File: src/sv/fcs_pkg.sv
// Shared types and constants for the filled circle span generator.
// Used by fcs_ctrl, fcs_datapath and the top level; no dependencies.
`default_nettype none

package fcs_pkg;

    localparam int CENTER_W       = 11;
    localparam int RADIUS_W       = 7;
    localparam int COORD_W        = 13;
    localparam int IN_TDATA_W     = 32;
    localparam int OUT_TDATA_W    = 8 * COORD_W;
    localparam int MAX_RADIUS_DEF = 64;
    // hard cap on span groups per circle
    localparam int MAX_GROUPS     = 64;
    localparam int GROUP_CNT_W    = $clog2(MAX_GROUPS);

    typedef enum logic {
        ST_IDLE,
        ST_RUN
    } t_state;

    typedef struct packed {
        logic load;  // take a new circle word into the walk registers
        logic step;  // run one loop iteration and load the output register
    } t_ctrl_cmd;

    typedef struct packed {
        logic radius_zero;  // incoming radius is zero
        logic last;         // the group being stepped is the final one
    } t_dp_status;

endpackage : fcs_pkg

`default_nettype wire

File: src/sv/fcs_datapath.sv
// Datapath: walk registers of the midpoint circle loop and the output register.
// Depends on fcs_pkg; driven by fcs_ctrl through t_ctrl_cmd.
`default_nettype none

module fcs_datapath #(
    parameter int MAX_RADIUS = fcs_pkg::MAX_RADIUS_DEF
) (
    input  wire logic                             i_clk,
    input  wire logic [fcs_pkg::IN_TDATA_W-1:0]   i_in_data,
    input  wire fcs_pkg::t_ctrl_cmd               i_cmd,
    output fcs_pkg::t_dp_status                   o_status,
    output logic [fcs_pkg::OUT_TDATA_W-1:0]       o_out_data,
    output logic                                  o_out_last
);
    import fcs_pkg::*;

    localparam int XW = $clog2(MAX_RADIUS + 1) + 1;
    localparam int EW = $clog2(2 * MAX_RADIUS + 1) + 3;

    typedef logic signed [COORD_W-1:0] t_coord;

    logic [CENTER_W-1:0] in_cx, in_cy;
    logic [RADIUS_W-1:0] in_r, r_sat;

    logic signed [XW-1:0] r_x, r_y, n_x, n_y;
    logic signed [EW-1:0] r_sx, r_sy, r_err, r_diam;
    logic signed [EW-1:0] n_sx, n_sy, n_err, err1;
    logic [CENTER_W-1:0]  r_cx, r_cy;
    logic [GROUP_CNT_W-1:0] r_cnt;
    logic                 last;

    logic [OUT_TDATA_W-1:0] r_out_data;
    logic                   r_out_last;

    t_coord cx13, cy13, x13, y13;

    assign in_cx = i_in_data[CENTER_W-1:0];
    assign in_cy = i_in_data[2*CENTER_W-1:CENTER_W];
    assign in_r  = i_in_data[2*CENTER_W+RADIUS_W-1:2*CENTER_W];
    assign r_sat = (in_r > RADIUS_W'(MAX_RADIUS)) ? RADIUS_W'(MAX_RADIUS) : in_r;

    // one loop iteration: optional y move, then optional x move on updated error
    always_comb begin
        n_y  = r_y;
        n_sy = r_sy;
        err1 = r_err;
        if (r_err[EW-1] || r_err == '0) begin
            n_y  = r_y + XW'(1);
            err1 = r_err + r_sy;
            n_sy = r_sy + EW'(2);
        end
        n_x   = r_x;
        n_sx  = r_sx;
        n_err = err1;
        if (!err1[EW-1] && err1 != '0) begin
            n_x   = r_x - XW'(1);
            n_sx  = r_sx + EW'(2);
            n_err = err1 + n_sx - r_diam;
        end
    end

    assign last = (n_x < n_y) || (r_cnt == GROUP_CNT_W'(MAX_GROUPS - 1));

    assign cx13 = $signed({{(COORD_W-CENTER_W){1'b0}}, r_cx});
    assign cy13 = $signed({{(COORD_W-CENTER_W){1'b0}}, r_cy});
    assign x13  = COORD_W'(r_x);
    assign y13  = COORD_W'(r_y);

    always_ff @(posedge i_clk) begin
        if (i_cmd.load) begin
            r_cx   <= in_cx;
            r_cy   <= in_cy;
            r_x    <= XW'(r_sat) - XW'(1);
            r_y    <= '0;
            r_sx   <= EW'(1);
            r_sy   <= EW'(1);
            r_diam <= EW'({r_sat, 1'b0});
            r_err  <= EW'(1) - EW'({r_sat, 1'b0});
            r_cnt  <= '0;
        end else if (i_cmd.step) begin
            r_x   <= n_x;
            r_y   <= n_y;
            r_sx  <= n_sx;
            r_sy  <= n_sy;
            r_err <= n_err;
            r_cnt <= r_cnt + GROUP_CNT_W'(1);
        end
        if (i_cmd.step) begin
            r_out_data <= {t_coord'(cy13 - x13), t_coord'(cy13 + x13),
                           t_coord'(cx13 + y13), t_coord'(cx13 - y13),
                           t_coord'(cy13 - y13), t_coord'(cy13 + y13),
                           t_coord'(cx13 + x13), t_coord'(cx13 - x13)};
            r_out_last <= last;
        end
    end

    assign o_status.radius_zero = (in_r == '0);
    assign o_status.last        = last;
    assign o_out_data           = r_out_data;
    assign o_out_last           = r_out_last;

endmodule : fcs_datapath

`default_nettype wire

File: src/sv/fcs_ctrl.sv
// Controller: idle/run state machine and output valid flag.
// Depends on fcs_pkg; commands fcs_datapath through t_ctrl_cmd.
`default_nettype none

module fcs_ctrl (
    input  wire logic                 i_clk,
    input  wire logic                 i_rst_n,
    input  wire logic                 i_in_valid,
    output logic                      o_in_ready,
    output logic                      o_out_valid,
    input  wire logic                 i_out_ready,
    input  wire fcs_pkg::t_dp_status  i_status,
    output fcs_pkg::t_ctrl_cmd        o_cmd,
    output fcs_pkg::t_state           o_state
);
    import fcs_pkg::*;

    t_state r_state, n_state;
    logic   r_out_valid, n_out_valid;

    always_ff @(posedge i_clk) begin
        if (!i_rst_n) begin
            r_state     <= ST_IDLE;
            r_out_valid <= 1'b0;
        end else begin
            r_state     <= n_state;
            r_out_valid <= n_out_valid;
        end
    end

    always_comb begin
        n_state    = r_state;
        o_cmd      = '0;
        o_in_ready = 1'b0;
        unique case (r_state)
            ST_IDLE: begin
                o_in_ready = 1'b1;
                o_cmd.load = i_in_valid;
                if (i_in_valid && !i_status.radius_zero) begin
                    n_state = ST_RUN;
                end
            end
            ST_RUN: begin
                // output slot is free or being emptied this cycle
                o_cmd.step = !r_out_valid || i_out_ready;
                if (o_cmd.step && i_status.last) begin
                    n_state = ST_IDLE;
                end
            end
            default: n_state = ST_IDLE;
        endcase
        if (o_cmd.step) begin
            n_out_valid = 1'b1;
        end else if (i_out_ready) begin
            n_out_valid = 1'b0;
        end else begin
            n_out_valid = r_out_valid;
        end
    end

    assign o_out_valid = r_out_valid;
    assign o_state     = r_state;

endmodule : fcs_ctrl

`default_nettype wire

File: src/sv/filled_circle_span_generator_top.sv
// Filled circle span generator: takes one circle word (center, radius) and
// emits one word of four horizontal spans per midpoint-circle iteration.
//
// Input stream s_*: one circle per word; s_tready is high only while idle.
// Output stream m_*: one span group per word, m_tlast on the last group of a
// circle. Radius zero gives no output words; radii above MAX_RADIUS saturate.
// An accepted circle is registered into the walk registers, then each group
// into the output register. Throughput: one group per cycle while m_tready
// stays high, capped at 64 groups per circle. The combinational loop update of
// x, y, error and step terms sets that rate. The output register lets the next
// circle be accepted while the last group of the previous one still waits.
// A stalled receiver holds the output word; the walk waits with it.
// Reset (synchronous, active low) returns to idle with no valid output.
`default_nettype none

module filled_circle_span_generator_top #(
    parameter int MAX_RADIUS = fcs_pkg::MAX_RADIUS_DEF
) (
    input  wire logic                               i_clk,
    input  wire logic                               i_rst_n,
    input  wire logic                               s_tvalid,
    output logic                                    s_tready,
    // center_x[10:0], center_y[21:11], radius[28:22], zero pad[31:29]
    input  wire logic [fcs_pkg::IN_TDATA_W-1:0]     s_tdata,
    output logic                                    m_tvalid,
    input  wire logic                               m_tready,
    // wide_left, wide_right, wide_row_below, wide_row_above, narrow_left,
    // narrow_right, narrow_row_below, narrow_row_above; 13 bits each from bit 0
    output logic [fcs_pkg::OUT_TDATA_W-1:0]         m_tdata,
    // last_group
    output logic                                    m_tlast
);
    import fcs_pkg::*;

    t_ctrl_cmd  cmd;
    t_dp_status status;
    t_state     state;

    fcs_ctrl u_ctrl (
        .i_clk       (i_clk),
        .i_rst_n     (i_rst_n),
        .i_in_valid  (s_tvalid),
        .o_in_ready  (s_tready),
        .o_out_valid (m_tvalid),
        .i_out_ready (m_tready),
        .i_status    (status),
        .o_cmd       (cmd),
        .o_state     (state)
    );

    fcs_datapath #(
        .MAX_RADIUS (MAX_RADIUS)
    ) u_dp (
        .i_clk      (i_clk),
        .i_in_data  (s_tdata),
        .i_cmd      (cmd),
        .o_status   (status),
        .o_out_data (m_tdata),
        .o_out_last (m_tlast)
    );

    a_zero_radius_idle: assert property (@(posedge i_clk) disable iff (!i_rst_n)
        (s_tvalid && s_tready && status.radius_zero) |=> (state == ST_IDLE))
        else $error("zero radius circle started a walk");

    a_last_ends_walk: assert property (@(posedge i_clk) disable iff (!i_rst_n)
        (cmd.step && status.last) |=> (m_tvalid && m_tlast && state == ST_IDLE))
        else $error("final group did not end the walk");

    a_no_load_while_run: assert property (@(posedge i_clk) disable iff (!i_rst_n)
        (state == ST_RUN) |-> (!cmd.load && !s_tready))
        else $error("new circle taken during a walk");

    a_valid_from_run: assert property (@(posedge i_clk) disable iff (!i_rst_n)
        $rose(m_tvalid) |-> ($past(state) == ST_RUN))
        else $error("output word appeared outside a walk");

endmodule : filled_circle_span_generator_top

`default_nettype wire
File: config.mk
export PLATFORM = sky130hd
export DESIGN_NAME = filled_circle_span_generator_top
export DESIGN_NICKNAME = d
export VERILOG_FILES = /design/src/sv/fcs_pkg.sv /design/src/sv/fcs_datapath.sv /design/src/sv/fcs_ctrl.sv /design/src/sv/filled_circle_span_generator_top.sv
export SDC_FILE = /design/constraint.sdc
export NUM_CORES = 1
export LEC_CHECK = 0
export ABC_CLOCK_PERIOD_IN_PS = 6200
export BUFFER_PORTS_ARGS = -buffer_cell sky130_fd_sc_hd__buf_2
export CAP_MARGIN = 5
export CELL_PAD_IN_SITES_DETAIL_PLACEMENT = 1
export CELL_PAD_IN_SITES_GLOBAL_PLACEMENT = 1
export CORE_MARGIN = 5
export CORE_UTILIZATION = 48
export CTS_BUF_LIST = sky130_fd_sc_hd__clkbuf_2
export CTS_CLUSTER_DIAMETER = 120
export DETAILED_ROUTE_END_ITERATION = 16
export GPL_TIMING_DRIVEN = 1
export HOLD_SLACK_MARGIN = 0.02
export PLACE_DENSITY = 0.92
export SYNTH_ARGS = -nofsm -noshare
export SYNTH_HDL_FRONTEND = slang
export SYNTH_HIERARCHICAL = 1
export SYNTH_SLANG_ARGS = --single-unit
File: constraint.sdc
create_clock -name i_clk -period 6.2 [get_ports i_clk]
set_input_delay 0.62 -clock i_clk [delete_from_list [all_inputs] [get_ports i_clk]]
set_output_delay 0.62 -clock i_clk [all_outputs]
set_load 0.02 [all_outputs]
# Word level (Yosys, flattened, before mapping)
# Index checks and enable logic that the tools add are counted.
# totals
register_bits	191
wordCells	68
# op_classes
mux	17
bitwise	1
n_reduce_logical	16
eq_ne	1
magnitude_cmp	2
add_sub_neg	18
# op_table
cell	n
$add 12x8->13	4
$sub 12x8->13	4
$mux 11	4
$mux 8	4
$add 11x11->11	2
$add 11x3->11 const B	2
$logic_not 11->1	1
$reduce_bool 11->1	1
$sub 11x9->11	1
$sub 1x8->9 const A	1
$add 8x2->8 const B	1
$lt 8x8->1	1
$sub 7x1->8 const B	1
$sub 8x2->8 const B	1
$gt 7x7->1 const B	1
$logic_not 7->1	1
$mux 1	7
$mux 7	1
$add 6x1->6 const B	1
$eq 6x6->1 const B	1
$reduce_and 2->1	2
$reduce_bool 2->1	2
$logic_and 1x1->1	3
$logic_not 1->1	3
other kinds (3)	5

# Depth between registers and ports, before layout
# logic_depth
word_depth	11
ltp_mapped	21

# Hierarchy
# The synthesis kept the hierarchy.
# by_module_without_submodules
mod	seq_area_each_um2	area_per_inst_um2	instances	cells_each
fcs_datapath	5154.9	12071.6	1	1158
fcs_ctrl	40.0	106.4	1	11

# Worst setup path before layout
# No wires, ideal clock.
# synth_path
path_type	flip-flop to flip-flop
startpoint	register u_dp.r_err[0]
endpoint	register u_ctrl.r_state (netlist: u_ctrl/o_state)
setup_ns	0.119
path_slack_ns	1.905
required_time_ns	6.081
stages_incl_launch_ff	22
period_less_slack_ns	4.295
arrival_ns	4.176
path_cell_list	edfxtp_1 > fa_1 > a211oi_2 > o31ai_2 > or4_1 > and3_4 > o21ai_4 > a41oi_2 > buf_6 > nand3_1 > xnor2_1 > ha_1 > a21oi_1 > nor2b_1 > o21ai_0 > nand2b_1 > a2111oi_0 > o211ai_1 > nand3_1 > buf_4 > nand2_1 > o221a_1
# synth_via
elab_chain_len	11
word_cells_on_any_way	14
# synth_lines
element	line_no	rtl
start: declaration	fcs_datapath.sv:26	logic signed [EW-1:0] r_sx, r_sy, r_err, r_diam;
start signal: assignment	fcs_datapath.sv:78	r_err <= EW'(1) - EW'({r_sat, 1'b0});
start signal: assignment	fcs_datapath.sv:85	r_err <= n_err;
branches (longest 6 deep; another with $add 11x11->11)	--	
$lt 8x8->1 (*)	fcs_datapath.sv:62	assign last = (n_x < n_y) || (r_cnt == GROUP_CNT_W'(MAX_GROUPS - 1));
$logic_or 1x1->1 (*)	fcs_datapath.sv:62	
named net u_dp.last	fcs_datapath.sv:30	logic last;
$logic_and 1x1->1 (*)	fcs_ctrl.sv:46	if (o_cmd.step && i_status.last) begin
$mux 1 (*)	fcs_ctrl.sv:46	
$pmux 1 s2 (*)	fcs_ctrl.sv:35	unique case (r_state)
end signal: assignment	fcs_ctrl.sv:26	r_state <= n_state;
end: declaration	fcs_ctrl.sv:18	t_state r_state, n_state;
# Mark *: on every way through the listed nets, which the timed path passes.
# A chain may end at the register's enable or synchronous reset.

==> summary.txt <==
Status
  – Status: finished clean

Power
  – Sw Share: 45.5%
  – Sequential Power Share: 34.7%
  – Worst vdd rail ir drop: 0.454 mV
  – Internal: 3.02 mW
  – Lkg Pwr: 5.78 nW
  – Switching pwr: 2.53 mW
  – Logic pwr share: 53.6%
  – Total power: 5.55 mW
  – Power per cell area: 408 mW/mm2
  – Clock power share: 11.6%

Setup path
  – Critical path class: reg -> reg
  – CP peak stage delay: 0.53 ns
  – Cell Chain, Critical Path: fa_1, a211oi_2, o31ai_2, a41oi_1, a2111oi_0, o21bai_2, a41oi_2, buf_4, nand3_1, xnor2_1, ha_1, a21oi_1, nor2b_1, o21ai_0, nand2b_1, a2111oi_0, o211ai_1, nand3_1, nand2_1, o221a_1
  – Element type at the critical path end: flip-flop
  – Worst-path cell with the longest stage delay: edfxtp_1
  – R2R depth: 20
  – CP Launch Type: flip-flop
  – CP max FO: 36
  – CP Data Required Time: 6.94 ns
  – Worst EP arrival: 6.08 ns

Die
  – Io pins: 143
  – Die Y: 169 um
  – Die area: 0.0287 mm2
  – Rows: 58
  – Initial core utilization: 48.5%
  – Die outline width: 169 um
  – Core area: 0.0251 mm2

Global route
  – Total track usage: 24.2%
  – First-pass GRT wire length: 55000 um
  – Overflow left after global routing: 0
  – Vias in the first global route: 10300
  – M1 GR Usage: 28.4%
  – Met2 usage: 45.9%
  – Initial antenna violation count: 2
  – Gr busiest metal: met2
  – Largest net degree at the start of global routing: 72
  – Met3 track demand over resource: 3.33%

Logic synthesis
  – Top_reg_cell synth: edfxtp_1
  – Cell Area, Synth: 0.0122 mm2
  – Mapped Cells: 1169
  – Async S/R FF share, synth: 0%
  – Number of synthesized flops with an enable pin: 149
  – Area leader, netlist: edfxtp_1
  – Share of the synthesized area in the top cell type: 36.7%
  – Yosys warnings: 6
  – Distinct cells, synth: 71
  – Post-synthesis net count: 1354
  – Part of the Yosys area used for sequential elements: 42.7%
  – Dominant cells by area after synthesis: edfxtp_1 (37%), ha_1 (14%), xnor2_1 (6.5%)
  – Synthesized flop and latch total: 185
  – Syn_area_per_cell: 10.4 um2

Detailed routing
  – DR iter-0 viols: 625
  – First-pass DRT Iterations: 8
  – WL final: 34900 um
  – WL/cell: 21.0 um
  – DRC viols: 0
  – Vias per inst: 5.74
  – Final ANT Viol Nets: 0
  – Via count: 9528

Clock tree
  – Clock Root Buffer: clkbuf_2
  – Num CTS Buffers: 17
  – Clk sink count: 185
  – CTS tree: done
  – Clock buffer depth: 2
  – Post_cts resized: 0
  – Clock Latency Late Sink: 0.83 ns
  – H-Tree Depth: 4
  – Clock Pin Slew Worst Setup and Hold Paths: 0.33 ns

STA
  – Final Cycle Share: 86.1%
  – Maximum achievable frequency: 187 MHz
  – Crit path time final: 5.34 ns
  – Final setup TNS: 0 ns
  – Worst hold slack: 0.119 ns
  – Slew Viols, Final: 0
  – Worst-Margin Slew: 0.972 ns
  – Max Clock Skew: 0.0576 ns
  – Worst slew margin: 34.6%
  – Final setup viols: 0
  – RSZ-0062 raised after global routing: false
  – Final Hold Fails: 0

Layout
  – Layout area overhead: 11.7%
  – Layout cells sized above 1: 15.0%
  – Layout Utilization: 54.2%
  – Nets: 1500
  – Fill cells: 2811

Placed design
  – I/O Buffers: 139
  – Post-DP HPWL: 25400 um
  – GPL Wtd Cong: 0.862

Flow run
  – Max-cap check violation count: 0

Min path
  – Hold depth: 1
  – Min-Delay Path Class: in -> reg
[critical path: cells and delay by family (launching register included)]
kind / cells / cell delay [ns]
xor gates and xnor gates: 1 / 0.17
buffers and inverters: 1 / 0.44
AOI/OAI and AO/OA: 11 / 2.77
DFF: 1 / 0.53
and+or+nand+nor: 5 / 0.64
adders and majority gates: 2 / 0.68
[flip-flops by register name (all words and copies together) (netlist names)]
name / cells
u_dp/o_out_data: 100
u_dp/r_cx: 11
u_dp/r_cy: 11
u_dp/r_err: 11
u_dp/r_sx: 10
u_dp/r_sy: 10
u_dp/r_x: 8
u_dp/r_y: 8
u_dp/r_diam: 7
u_dp/r_cnt: 6
u_ctrl/o_out_valid: 1
u_ctrl/o_state: 1
u_dp/o_out_last: 1
[kinds of logic after synthesis]
logic type / Yosys count / synth area share (%)
AOI/OAI and AO/OA: 241 / 12.8
xor gates and xnor gates: 141 / 10.1
adders and majority gates: 149 / 16.3
buffers and inverters: 145 / 4.85
DFF: 185 / 42.7
muxes: 13 / 1.12
and+or+nand+nor: 295 / 12.1
[layout make-up]
class / count / area (um2) / share of cell area, %
diodes: 2 / 5.00 / 0.0368
clock buffers: 17 / 85.1 / 0.625
clock inverters: 14 / 151 / 1.11
inverters: 106 / 398 / 2.92
multi-input cells: 839 / 6400 / 47.1
flip-flops and latches: 185 / 5190 / 38.2
well taps: 330 / 413 / 3.04
repair buffers: 166 / 956 / 7.03
[path summary, 6_finish.rpt]
kind | from | to | slack (ns)
max | u_dp/r_err[0] | u_ctrl/o_state | 0.86
min | s_tdata[28] | u_dp/r_diam[7] | 0.12
max reg2reg | u_dp/r_err[0] | u_ctrl/o_state | 0.86
min reg2reg | u_dp/r_sx[2] | u_dp/r_sx[2] | 0.52
[metal layers]
layer / part of all wire (%) / wire length (um)
met1: 40 / 13900
met2: 54 / 18800
met3: 4.2 / 1480
met4: 2.2 / 768
met5: 0.037 / 13
[Yosys cell counts (11+ instances only)]
cell,instances
edfxtp_1,149
ha_1,133
inv_1,105
nor2_1,101
xnor2_1,91
a21oi_1,83
nand2_1,51
xor2_1,50
o21ai_0,44
dfxtp_1,36
and3_1,24
clkbuf_1,24
nor2b_1,23
o21bai_1,23
nand3_1,22
a21o_1,17
fa_1,16
nand4_1,13
nand2b_1,12
nor3_1,12
o21a_1,11
[power by group through the flow]
stage | Clock (mW) | Sequential (mW) | Combinational [mW]
final | 0.646 | 1.93 | 2.98
after floorplan | 0 | 2.05 | 2.02
after global placement | 0 | 1.93 | 2.70
after detailed placement | 0 | 1.95 | 2.92
after global routing | 0.719 | 1.96 | 3.28
after CTS | 0.653 | 1.92 | 2.95
[cells in the final DEF, fill, tap and decap left out, drive strengths merged, types with 7 or more instances in the layout]
cell / synthesis / routed
nor3: 12 / 12
buf: 15 / 143
mux2i: 8 / 8
nor2: 101 / 101
edfxtp: 149 / 149
dfxtp: 36 / 36
o21bai: 24 / 24
nand2b: 12 / 12
nand4: 14 / 14
a31oi: 9 / 9
nand2: 52 / 52
clkbuf: 24 / 17
inv: 105 / 114
dlygate4sd3: 0 / 23
nor2b: 24 / 24
a21o: 17 / 17
o21ai: 49 / 49
o21a: 11 / 11
o211ai: 7 / 7
fa: 16 / 16
nor4: 10 / 10
and3: 25 / 25
xnor2: 91 / 91
ha: 133 / 133
nand3: 22 / 22
xor2: 50 / 50
a21oi: 83 / 83
[through the flow]
stage | cells | setup WS (ns) | area (um2)
floorplan | 1169 | 1.91 | 12200
global route | 1658 | 0.498 | 13600
CTS | 1657 | 0.879 | 13600
finish | 1659 | 0.861 | 13600
global placement | 1603 | 1.39 | 13100
detailed placement | 1603 | 0.980 | 13100
[what timing repair did]
item	CTS	global route
endpoints found under the setup margin	0	0
setup buffers	0	0
hold buffers	23	0
hold endpoints to repair	24	0
Note: power is estimated with default switching activity, not from simulation.
